===== src/rtl/core/sliding_window_sender_core_defines.svh =====
// ----------------------------------------------------------------------------
// Sliding window sender core - assertion macros
// Assertion property shorthands used by the sender core.
// ----------------------------------------------------------------------------
`ifndef SLIDING_WINDOW_SENDER_CORE_DEFINES_SVH
`define SLIDING_WINDOW_SENDER_CORE_DEFINES_SVH

// Same-cycle implication, disabled during reset
`define SWS_ASSERT_SAME(label, clk, rst, ante, cons, msg) \
   label: assert property (@(posedge clk) disable iff (rst) (ante) |-> (cons)) \
      else $error(msg);

// Next-cycle implication, disabled during reset
`define SWS_ASSERT_NEXT(label, clk, rst, ante, cons, msg) \
   label: assert property (@(posedge clk) disable iff (rst) (ante) |=> (cons)) \
      else $error(msg);

`endif


===== src/rtl/core/sws_pkg.sv =====
// ----------------------------------------------------------------------------
// Sliding window sender package
// Payload structs, field widths, item kinds and result status codes.
// ----------------------------------------------------------------------------
package sws_pkg;

   localparam int unsigned SEQ_W  = 6;
   localparam int unsigned LEN_W  = 16;
   localparam int unsigned PORT_W = 14;
   localparam int unsigned ADDR_W = 8;
   localparam int unsigned PAD_W  = 2;
   localparam int unsigned IDLE_W = 20;
   localparam int unsigned WIN_W  = 5;
   localparam int unsigned TO_W   = 16;

   // item kinds on the request channel
   localparam logic [1:0] KIND_START = 2'd0;
   localparam logic [1:0] KIND_ACK   = 2'd1;
   localparam logic [1:0] KIND_TICK  = 2'd2;

   // configuration register indexes
   localparam logic CSR_WINDOW_SIZE   = 1'b0;
   localparam logic CSR_TIMEOUT_TICKS = 1'b1;

   typedef enum logic [2:0] {
      STATUS_PACKET   = 3'd0,
      STATUS_ADVANCED = 3'd1,
      STATUS_IGNORED  = 3'd2,
      STATUS_FINISHED = 3'd3,
      STATUS_FAILED   = 3'd4,
      STATUS_BUSY     = 3'd5,
      STATUS_NO_ACT   = 3'd6
   } status_type;

   typedef struct packed {
      logic [1:0]        kind;
      logic [ADDR_W-1:0] dest_addr;
      logic [PORT_W-1:0] port;
      logic [LEN_W-1:0]  xfer_bytes;
      logic [15:0]       ack_seq;
   } req_type;

   typedef struct packed {
      logic [2:0]       status;
      logic [SEQ_W-1:0] pkt_seq;
      logic [31:0]      header_word;
      logic [PAD_W-1:0] pad_bytes;
      logic             last_in_run;
   } rsp_type;

   // result of the packet count unit
   typedef struct packed {
      logic             done;
      logic [SEQ_W-1:0] total;
      logic [PAD_W-1:0] pad;
   } count_res_type;

endpackage


===== src/rtl/core/sliding_window_sender_core.sv =====
// ----------------------------------------------------------------------------
// Sliding window sender core
// Go-back-N sender for one transfer at a time: opens a transfer, emits the
// window of packets, slides it on acks and resends it on timeouts.
// ----------------------------------------------------------------------------
// Usage:
//   req_*  : one item per transfer (start, ack or tick). req_stall is high
//            while an item is being worked on; only one item is in flight.
//   rsp_*  : one or more results per item, last_in_run marks the final one.
//   csr_*  : register writes (window size, timeout), always ready; write only
//            while no item is in flight.
// Sequencing:
//   ack, tick without resend, and other single results: one result per item.
//   start: the packet count subtractor works out ceil(xfer_bytes / PAYLOAD_BYTES)
//   packets (at most MAX_PACKETS), then one window packet per cycle unless
//   rsp_stall holds it. resend tick: one window packet per cycle from the window
//   base, unless rsp_stall holds it.
// Reset clears the transfer state, window size returns to 10, timeout to 3.
// A stalled receiver holds the output register and the sequencer waits; the
// next result loads in the same cycle the held one is transferred.
// ----------------------------------------------------------------------------
`include "sliding_window_sender_core_defines.svh"

module sliding_window_sender_core #(
   parameter int unsigned MAX_PACKETS   = 44,
   parameter int unsigned PAYLOAD_BYTES = 1492
) (
   input  logic                          clock,
   input  logic                          reset,
   input  logic                          req_valid,
   output logic                          req_stall,
   input  sws_pkg::req_type              req_data,
   output logic                          rsp_valid,
   input  logic                          rsp_stall,
   output sws_pkg::rsp_type              rsp_data,
   input  logic                          csr_valid,
   output logic                          csr_ready,
   input  logic                          csr_index,
   input  logic [sws_pkg::TO_W-1:0]      csr_wdata
);

   localparam int unsigned SW = sws_pkg::SEQ_W;

   typedef enum logic [3:0] {
      ST_IDLE   = 4'b0001,
      ST_COUNT  = 4'b0010,
      ST_EMIT   = 4'b0100,
      ST_SINGLE = 4'b1000
   } state_type;

   state_type                     state_ff, state_in;
   logic                          active_ff, active_in;
   logic [sws_pkg::ADDR_W-1:0]    peer_addr_ff, peer_addr_in;
   logic [sws_pkg::PORT_W-1:0]    peer_port_ff, peer_port_in;
   logic [SW-1:0]                 total_ff, total_in;
   logic [SW-1:0]                 base_ff, base_in;
   logic [SW-1:0]                 top_ff, top_in;
   logic                          ack_seen_ff, ack_seen_in;
   logic [sws_pkg::IDLE_W-1:0]    idle_ff, idle_in;
   logic [sws_pkg::PAD_W-1:0]     final_pad_ff, final_pad_in;
   logic [SW-1:0]                 emit_idx_ff, emit_idx_in;
   sws_pkg::status_type           pend_status_ff, pend_status_in;
   logic [sws_pkg::WIN_W-1:0]     window_size_ff, window_size_in;
   logic [sws_pkg::TO_W-1:0]      timeout_ff, timeout_in;

   logic                          req_take;
   logic [sws_pkg::WIN_W-1:0]     eff_win;
   logic [SW:0]                   ack_top;
   logic [SW-1:0]                 base_next;
   logic                          ack_match;
   logic [sws_pkg::IDLE_W-1:0]    idle_inc;
   logic [sws_pkg::IDLE_W-1:0]    to_ext;
   logic [sws_pkg::IDLE_W-1:0]    to_x5;
   logic                          cnt_start;
   sws_pkg::count_res_type        cnt_res;
   logic                          rsp_load;
   logic                          rsp_load_ok;
   sws_pkg::rsp_type              rsp_load_data;
   logic [SW-1:0]                 start_top;
   logic                          pkt_last;
   logic [sws_pkg::PAD_W-1:0]     pkt_pad;

   assign req_stall = (state_ff != ST_IDLE);
   assign req_take  = req_valid && !req_stall;
   assign csr_ready = 1'b1;

   // clamp the window into 1..16
   always_comb begin
      if (window_size_ff == '0) begin
         eff_win = sws_pkg::WIN_W'(1);
      end else if (window_size_ff > sws_pkg::WIN_W'(16)) begin
         eff_win = sws_pkg::WIN_W'(16);
      end else begin
         eff_win = window_size_ff;
      end
   end

   // ack check and the window top after a slide
   assign ack_match = active_ff && (req_data.dest_addr == peer_addr_ff) &&
                      (req_data.port == peer_port_ff) &&
                      (req_data.ack_seq == {{(16-SW){1'b0}}, base_ff});
   assign base_next = base_ff + SW'(1);
   assign ack_top   = {1'b0, base_next} + (SW+1)'(eff_win);

   // tick count and timeout limits
   assign idle_inc = (idle_ff == '1) ? idle_ff : idle_ff + sws_pkg::IDLE_W'(1);
   assign to_ext   = sws_pkg::IDLE_W'(timeout_ff);
   assign to_x5    = (to_ext << 2) + to_ext;

   // first window top after the count
   assign start_top = ({1'b0, eff_win} < cnt_res.total) ? SW'(eff_win) : cnt_res.total;

   // current packet of the window loop
   assign pkt_last = ({1'b0, emit_idx_ff} + (SW+1)'(1)) == {1'b0, top_ff};
   assign pkt_pad  = ((emit_idx_ff + SW'(1)) == total_ff) ? final_pad_ff : '0;

   // sequencer
   always_comb begin
      state_in       = state_ff;
      active_in      = active_ff;
      peer_addr_in   = peer_addr_ff;
      peer_port_in   = peer_port_ff;
      total_in       = total_ff;
      base_in        = base_ff;
      top_in         = top_ff;
      ack_seen_in    = ack_seen_ff;
      idle_in        = idle_ff;
      final_pad_in   = final_pad_ff;
      emit_idx_in    = emit_idx_ff;
      pend_status_in = pend_status_ff;
      window_size_in = window_size_ff;
      timeout_in     = timeout_ff;
      cnt_start      = 1'b0;
      rsp_load       = 1'b0;
      rsp_load_data  = '0;

      // register writes
      if (csr_valid && csr_ready) begin
         if (csr_index == sws_pkg::CSR_WINDOW_SIZE) begin
            window_size_in = csr_wdata[sws_pkg::WIN_W-1:0];
         end else begin
            timeout_in = csr_wdata;
         end
      end

      case (state_ff)
         ST_IDLE: begin
            if (req_take) begin
               state_in       = ST_SINGLE;
               pend_status_in = sws_pkg::STATUS_NO_ACT;
               case (req_data.kind)
                  sws_pkg::KIND_START: begin
                     if (active_ff) begin
                        pend_status_in = sws_pkg::STATUS_BUSY;
                     end else if (req_data.xfer_bytes != '0) begin
                        cnt_start    = 1'b1;
                        peer_addr_in = req_data.dest_addr;
                        peer_port_in = req_data.port;
                        state_in     = ST_COUNT;
                     end
                  end
                  sws_pkg::KIND_ACK: begin
                     if (!ack_match) begin
                        pend_status_in = sws_pkg::STATUS_IGNORED;
                     end else begin
                        base_in     = base_next;
                        top_in      = (ack_top < {1'b0, total_ff}) ? ack_top[SW-1:0] :
                                      total_ff;
                        ack_seen_in = 1'b1;
                        if (base_next >= total_ff) begin
                           active_in      = 1'b0;
                           pend_status_in = sws_pkg::STATUS_FINISHED;
                        end else begin
                           pend_status_in = sws_pkg::STATUS_ADVANCED;
                        end
                     end
                  end
                  sws_pkg::KIND_TICK: begin
                     if (active_ff) begin
                        idle_in = idle_inc;
                        if (idle_inc > to_ext) begin
                           if (ack_seen_ff) begin
                              idle_in     = '0;
                              emit_idx_in = base_ff;
                              state_in    = ST_EMIT;
                           end else if (idle_inc > to_x5) begin
                              active_in      = 1'b0;
                              pend_status_in = sws_pkg::STATUS_FAILED;
                           end else begin
                              emit_idx_in = base_ff;
                              state_in    = ST_EMIT;
                           end
                        end
                     end
                  end
                  default: begin
                     pend_status_in = sws_pkg::STATUS_NO_ACT;
                  end
               endcase
            end
         end
         ST_COUNT: begin
            // open the transfer once the count is known
            if (cnt_res.done) begin
               active_in    = 1'b1;
               total_in     = cnt_res.total;
               final_pad_in = cnt_res.pad;
               base_in      = '0;
               top_in       = start_top;
               ack_seen_in  = 1'b0;
               idle_in      = '0;
               emit_idx_in  = '0;
               state_in     = ST_EMIT;
            end
         end
         ST_EMIT: begin
            // emit one window packet per free output slot
            rsp_load                  = 1'b1;
            rsp_load_data.status      = sws_pkg::STATUS_PACKET;
            rsp_load_data.pkt_seq     = emit_idx_ff;
            rsp_load_data.header_word = {pkt_pad, peer_port_ff, {(16-SW){1'b0}}, emit_idx_ff};
            rsp_load_data.pad_bytes   = pkt_pad;
            rsp_load_data.last_in_run = pkt_last;
            if (rsp_load_ok) begin
               if (pkt_last) begin
                  state_in = ST_IDLE;
               end else begin
                  emit_idx_in = emit_idx_ff + SW'(1);
               end
            end
         end
         ST_SINGLE: begin
            rsp_load                  = 1'b1;
            rsp_load_data.status      = pend_status_ff;
            rsp_load_data.last_in_run = 1'b1;
            if (rsp_load_ok) begin
               state_in = ST_IDLE;
            end
         end
         default: begin
            state_in = ST_IDLE;
         end
      endcase
   end

   always_ff @(posedge clock) begin
      if (reset) begin
         state_ff       <= ST_IDLE;
         active_ff      <= 1'b0;
         peer_addr_ff   <= '0;
         peer_port_ff   <= '0;
         total_ff       <= '0;
         base_ff        <= '0;
         top_ff         <= '0;
         ack_seen_ff    <= 1'b0;
         idle_ff        <= '0;
         final_pad_ff   <= '0;
         window_size_ff <= sws_pkg::WIN_W'(10);
         timeout_ff     <= sws_pkg::TO_W'(3);
      end else begin
         state_ff       <= state_in;
         active_ff      <= active_in;
         peer_addr_ff   <= peer_addr_in;
         peer_port_ff   <= peer_port_in;
         total_ff       <= total_in;
         base_ff        <= base_in;
         top_ff         <= top_in;
         ack_seen_ff    <= ack_seen_in;
         idle_ff        <= idle_in;
         final_pad_ff   <= final_pad_in;
         window_size_ff <= window_size_in;
         timeout_ff     <= timeout_in;
      end
      emit_idx_ff    <= emit_idx_in;
      pend_status_ff <= pend_status_in;
   end

   sws_pkt_count #(
      .MAX_PACKETS   (MAX_PACKETS),
      .PAYLOAD_BYTES (PAYLOAD_BYTES)
   ) u_pkt_count (
      .clock  (clock),
      .reset  (reset),
      .start  (cnt_start),
      .length (req_data.xfer_bytes),
      .result (cnt_res)
   );

   sws_rsp_reg u_rsp_reg (
      .clock     (clock),
      .reset     (reset),
      .load      (rsp_load),
      .load_data (rsp_load_data),
      .load_ok   (rsp_load_ok),
      .rsp_valid (rsp_valid),
      .rsp_stall (rsp_stall),
      .rsp_data  (rsp_data)
   );

   // check window bookkeeping
   `SWS_ASSERT_SAME(a_base_below_total, clock, reset, active_ff, base_ff < total_ff, "window base not below packet count")
   `SWS_ASSERT_SAME(a_top_in_range, clock, reset, active_ff, (top_ff > base_ff) && (top_ff <= total_ff), "window top out of range")
   `SWS_ASSERT_SAME(a_count_when_closed, clock, reset, state_ff == ST_COUNT, !active_ff, "packet count while a transfer is open")
   `SWS_ASSERT_NEXT(a_emit_fills_slot, clock, reset, (state_ff == ST_EMIT) && rsp_load_ok, rsp_valid, "window packet not presented")

endmodule


===== src/rtl/core/sws_pkt_count.sv =====
// ----------------------------------------------------------------------------
// Packet count unit
// Works out ceil(length / payload) by repeated subtraction, one payload per
// cycle through a single subtractor, and the pad of the final packet.
// ----------------------------------------------------------------------------
module sws_pkt_count #(
   parameter int unsigned MAX_PACKETS   = 44,
   parameter int unsigned PAYLOAD_BYTES = 1492
) (
   input  logic                          clock,
   input  logic                          reset,
   input  logic                          start,
   input  logic [sws_pkg::LEN_W-1:0]     length,
   output sws_pkg::count_res_type        result
);

   localparam logic [sws_pkg::LEN_W:0]   PB_W  = (sws_pkg::LEN_W+1)'(PAYLOAD_BYTES);
   localparam logic [sws_pkg::SEQ_W-1:0] MAX_W = sws_pkg::SEQ_W'(MAX_PACKETS);
   localparam logic [sws_pkg::SEQ_W-1:0] ONE_W = sws_pkg::SEQ_W'(1);

   logic                         busy_ff, busy_in;
   logic [sws_pkg::LEN_W-1:0]    acc_ff, acc_in;
   logic [sws_pkg::SEQ_W-1:0]    cnt_ff, cnt_in;
   logic                         step;
   logic [sws_pkg::LEN_W:0]      rem;
   logic [sws_pkg::PAD_W-1:0]    pad;

   // one more payload fits below the remaining length and the count is below MAX_PACKETS
   assign step = ({1'b0, acc_ff} > PB_W) && (cnt_ff < MAX_W);

   // remainder of the final packet: first packet carries two bytes less
   assign rem = {1'b0, acc_ff} + (sws_pkg::LEN_W+1)'(2);

   always_comb begin
      if (cnt_ff == ONE_W) begin
         pad = sws_pkg::PAD_W'(2'd0 - acc_ff[1:0]);
      end else if (rem < PB_W) begin
         pad = sws_pkg::PAD_W'(2'd0 - rem[1:0]);
      end else begin
         pad = '0;
      end
   end

   // advance the subtract loop
   always_comb begin
      busy_in = busy_ff;
      acc_in  = acc_ff;
      cnt_in  = cnt_ff;
      if (start) begin
         busy_in = 1'b1;
         acc_in  = length;
         cnt_in  = ONE_W;
      end else if (busy_ff) begin
         if (step) begin
            acc_in = sws_pkg::LEN_W'({1'b0, acc_ff} - PB_W);
            cnt_in = cnt_ff + ONE_W;
         end else begin
            busy_in = 1'b0;
         end
      end
   end

   always_ff @(posedge clock) begin
      if (reset) begin
         busy_ff <= 1'b0;
      end else begin
         busy_ff <= busy_in;
      end
      acc_ff <= acc_in;
      cnt_ff <= cnt_in;
   end

   assign result.done  = busy_ff && !step;
   assign result.total = cnt_ff;
   assign result.pad   = pad;

endmodule


===== src/rtl/core/sws_rsp_reg.sv =====
// ----------------------------------------------------------------------------
// Result output register
// Holds one result towards the response channel and frees the slot on
// transfer, so a new result may load in the same cycle.
// ----------------------------------------------------------------------------
module sws_rsp_reg (
   input  logic             clock,
   input  logic             reset,
   input  logic             load,
   input  sws_pkg::rsp_type load_data,
   output logic             load_ok,
   output logic             rsp_valid,
   input  logic             rsp_stall,
   output sws_pkg::rsp_type rsp_data
);

   logic             valid_ff, valid_in;
   sws_pkg::rsp_type data_ff, data_in;

   assign load_ok = !valid_ff || !rsp_stall;

   // hold while stalled, replace or drop once transferred
   always_comb begin
      valid_in = valid_ff;
      data_in  = data_ff;
      if (load && load_ok) begin
         valid_in = 1'b1;
         data_in  = load_data;
      end else if (!rsp_stall) begin
         valid_in = 1'b0;
      end
   end

   always_ff @(posedge clock) begin
      if (reset) begin
         valid_ff <= 1'b0;
      end else begin
         valid_ff <= valid_in;
      end
      data_ff <= data_in;
   end

   assign rsp_valid = valid_ff;
   assign rsp_data  = data_ff;

endmodule

===== config.mk =====
export PLATFORM = sky130hd
export DESIGN_NAME = sliding_window_sender_core
export DESIGN_NICKNAME = d
export VERILOG_FILES = /design/src/rtl/core/sws_pkg.sv /design/src/rtl/core/sliding_window_sender_core.sv /design/src/rtl/core/sws_pkt_count.sv /design/src/rtl/core/sws_rsp_reg.sv
export VERILOG_INCLUDE_DIRS = /design/src /design/src/rtl/core
export SDC_FILE = /design/constraint.sdc
export NUM_CORES = 1
export LEC_CHECK = 0
export BUFFER_PORTS_ARGS = -buffer_cell sky130_fd_sc_hd__buf_2
export CAP_MARGIN = 20
export CORE_UTILIZATION = 44
export DETAILED_ROUTE_END_ITERATION = 7
export PLACE_DENSITY = 0.65
export SYNTH_ARGS = -nofsm -noshare
export SYNTH_HDL_FRONTEND = slang
export SYNTH_HIERARCHICAL = 1
export SYNTH_SLANG_ARGS = --single-unit
export TNS_END_PERCENT = 20

===== constraint.sdc =====
create_clock -name clock -period 4.5 [get_ports clock]
set_clock_uncertainty 0.1 [all_clocks]
set_input_delay 0.45 -clock clock [delete_from_list [all_inputs] [get_ports clock]]
set_output_delay 0.45 -clock clock [all_outputs]
set_load 0.05 [all_outputs]

==> metrics.md <==
| Metric | Value |
|---|---|
| Status | `finished clean` |
| Core ar. | `roughly 23000 µm²` |
| CTS Buffer Depth | `2` |
| Max-slew violation count | `0` |
| Vias/cell | `roughly 5.4` |
| Fin util | `53.0%` |
| R2R depth | `19` |
| Relative slew slack | `between 30% and 40%` |
| Hold depth | `3` |
| I/O pins | `about 130` |
| Worst hold slack | `0.143 ns` |
| Asr flop ratio synth | `0%` |
| Flops & latches, synth | `around 170` |
| DRT iter0 DRCs | `approximately 500` |
| Leakage power | `slightly below 0.005 µW` |
| Top_reg_cell synth | `dfxtp_1` |
| Cells after Synth | `1145` |
| CP required | `about 4.6 ns` |
| WL final | `between 20000 and 25000 µm` |
| Max-Cap Viols | `0` |
| First-pass GRT wire length | `between 30000 and 40000 µm` |
| Worst slew pin tran | `around 0.96 ns` |
| Number of global-route vias before repair | `between 7000 and 8000` |
| Drt wl/cell | `about 15 µm` |
| Critical path arrival | `~4.4 ns` |
| Final Hold Viols | `0` |
| Clock transition at path regs | `around 0.07 ns` |
| P per Cell Area | `349 nW/µm²` |
| DP HPWL | `~18000 µm` |
| Hold_buf cts | `0` |
| Port Buf Inserts | `around 120` |
| Commonest non-fill, non-tap cell in the layout | `nand2_1` |
| Hold Path End | `timeout_ff[15]$_SDFFE_PP0P_` |
| Total Routing Usage GR | `20.7%` |
| CTS tree | `built` |
| Period utilization | `between 90% and 100%` |
| Worst-skew pair later-pin latency | `0.44 ns` |
| Clock Power Share | `36.7%` |
| Drt first pass iters | `4` |
| Yosys warns | `6` |
| Area added between synthesis and finish | `18.3%` |
| Root Buffer | `clkbuf_16` |
| FP Rows | `55` |
| P_sw | `1310 µW` |
| Endpoints failing setup | `0` |
| Routed Antenna Nets | `0` |
| Die Height | `154 µm` |
| Diode count | `0` |
| Largest net degree at the start of global routing | `45` |
| Synth Area per Inst | `just under 9 µm²` |
| Nets | `1449` |
| Startpoint types | `register` |
| Synth cell types | `76` |
| Commonest cells after routing, fill and taps aside | `168 x nand2_1, 123 x buf_2, 99 x a21oi_1, 97 x dfxtp_1, 76 x ha_1` |
| Seq/Total Area, Yosys | `39.7%` |
| CP max FO | `6` |
| Fin crit period | `4.34 ns` |
| RD Place Congestion | `0.885` |
| TritonCTS Sinks | `166` |
| DR DRC count | `0` |
| Post-synth EDFFs | `69` |
| Combinational share of power | `between 20% and 30%` |
| FF-to-FF End | `emit_idx_ff[3]$_DFFE_PP_` |
| Initial Utilization | `between 40% and 50%` |
| HP Class | `input pin to register` |
| Vias | `around 8500` |
| Sw frac | `roughly a third` |
| Layout cell share with drive strength beyond 1 | `a little under a fifth` |
| Grt ovf | `0` |
| Launch point of the worst reg-to-reg path | `timeout_ff[2]$_SDFFE_PP0P_` |
| Die Area | `about 24000 µm²` |
| Initial antenna violation count | `0` |
| WS Path Type | `register to register` |
| Int Pwr | `between 2000 and 3000 µW` |
| Die X | `154 µm` |
| VDD IR max | `roughly 0.24 mV` |
| H-tree depth | `4` |
| CTS buffer count | `17` |
| Worst R2R Setup Slack | `0.16 ns` |
| Hold Startpoint | `csr_wdata[15]` |
| Filler instances | `between 2000 and 2500` |
| Critical Path End Type | `register` |
| Flop pwr share | `around 43%` |
| Post-Syn Area | `10100 µm²` |
| FMAX | `~230 MHz` |
| RSZ-0062 raised after global routing | `no` |
## flip-flops by register name, summed over array words and instances, names as in the netlist, 6 cells and up
| signal | count |
|---|---|
| u_pkt_count/cnt_ff | 6 |
| u_rsp_reg/rsp_data | 44 |
| peer_addr_ff | 8 |
| emit_idx_ff | 6 |
| base_ff | 6 |
| timeout_ff | 16 |
| top_ff | 6 |
| u_pkt_count/acc_ff | 16 |
| idle_ff | 20 |
| peer_port_ff | 14 |
| total_ff | 6 |
## worst max-delay path, stage by stage (launching register included)
cell	delay, ns
dfxtp_1	0.35
ha_1	0.23
fa_1	0.40
a21o_1	0.20
a21oi_2	0.16
o21ai_1	0.10
nand3_1	0.11
a31oi_1	0.11
a21o_1	0.20
a21o_1	0.19
xnor2_1	0.13
ha_1	0.18
a21o_1	0.21
a211oi_2	0.25
o2111ai_1	0.16
o21a_2	0.27
nor3_2	0.19
a21oi_2	0.12
a211oi_4	0.20
buf_4	0.18
## power groups by stage
stage          Sequential, µW  Clock [µW]  Combinational (µW)
2_1_floorplan            1850           0                 564
3_3_place_gp             1830           0                 817
3_5_place_dp             1830           0                 829
4_1_cts                  1800        1550                 838
5_1_grt                  1810        1620                 939
6_report                 1800        1530                 841
## final cells by class
class	count	area, µm²	share of cell area [%]
multi-input combinational	878	5790	48.4
sequential	166	4010	33.6
timing repair buffer	166	942	7.88
clock buffer	17	425	3.56
tap	285	357	2.98
inverter	64	240	2.01
clock inverter	15	190	1.59
## per-layer routing
layer	wire [µm]	global-route usage, %	up-vias
met4	353	6.95	0
li1	-	-	4348
met1	12100	29.8	3933
met5	0	0	-
met2	10400	31.7	213
met3	1100	2.76	25
## timing repair
action,CTS,global route
setup endpoints to repair,6,16
setup buffers,1,0
pin swaps,1,1
resized for setup,2,15
## cells in the mapped netlist (3+ instances only)
library cell,n,area share (%)
nand2_1,168,6.2
a21oi_1,102,5.1
dfxtp_1,97,19
ha_1,76,9.4
nor2_1,70,2.6
edfxtp_1,69,21
inv_1,64,2.4
xnor2_1,55,4.8
o21ai_0,42,2.1
clkbuf_1,36,1.3
and2_1,33,2.0
nand3_1,31,1.5
xor2_1,31,2.7
nand4_1,23,1.4
nor3_1,21,1.0
a21o_1,18,1.3
a211oi_1,15,1.1
and3_1,15,0.93
nand2b_1,14,0.87
nor2b_1,13,0.80
nor4_1,11,0.68
a31oi_1,10,0.62
mux2i_1,9,0.89
a211o_1,8,0.69
a32o_1,8,0.79
o21a_1,8,0.59
o22ai_1,7,0.43
or4_1,6,0.45
buf_1,5,0.19
mux2_2,5,0.56
nand3b_1,5,0.37
o2111ai_1,4,0.35
o21bai_1,4,0.30
o211ai_1,3,0.22
or2_2,3,0.19
or3_1,3,0.19
## worst max-delay path by stage
stage / end / cells after the start / slack (ns) / startpoint
after floorplan: emit_idx_ff[0]$_DFFE_PP_ / 18 / 0.11 / idle_ff[0]$_SDFFE_PP0P_
after global placement: emit_idx_ff[4]$_DFFE_PP_ / 19 / -0.05 / timeout_ff[3]$_SDFFE_PP0P_
after detailed placement: emit_idx_ff[4]$_DFFE_PP_ / 17 / -0.15 / timeout_ff[3]$_SDFFE_PP0P_
after CTS: emit_idx_ff[5]$_DFFE_PP_ / 18 / 0.02 / timeout_ff[3]$_SDFFE_PP0P_
after global routing: emit_idx_ff[1]$_DFFE_PP_ / 18 / 0.01 / timeout_ff[3]$_SDFFE_PP0P_
final: emit_idx_ff[3]$_DFFE_PP_ / 19 / 0.16 / timeout_ff[2]$_SDFFE_PP0P_
## cell families after synthesis
family,count (synthesis),synth area share [%]
muxes,15,1.56
xor gates and xnor gates,87,7.68
AOI/OAI and AO/OA,253,15.7
and+or+nand+nor,434,21.2
DFF,166,39.7
buffers and inverters,110,4.26
adders and majority gates,78,9.80
other,2,0.0743
## through the flow
step | area (µm²) | power, µW | worst slack [ns] | cells | setup TNS [ns]
2_1_floorplan | 10200 | 2410 | 0.108 | 1154 | 0
3_3_place_gp | 11300 | 2640 | -0.0500 | 1557 | -0.300
3_5_place_dp | 11300 | 2660 | -0.154 | 1558 | -0.922
4_1_cts | 11900 | 4180 | 0.0180 | 1591 | 0
5_1_grt | 12000 | 4370 | 0.0115 | 1591 | 0
6_report | 12000 | 4170 | 0.164 | 1591 | 0
No activity file was read; power rests on OpenSTA's default activity.
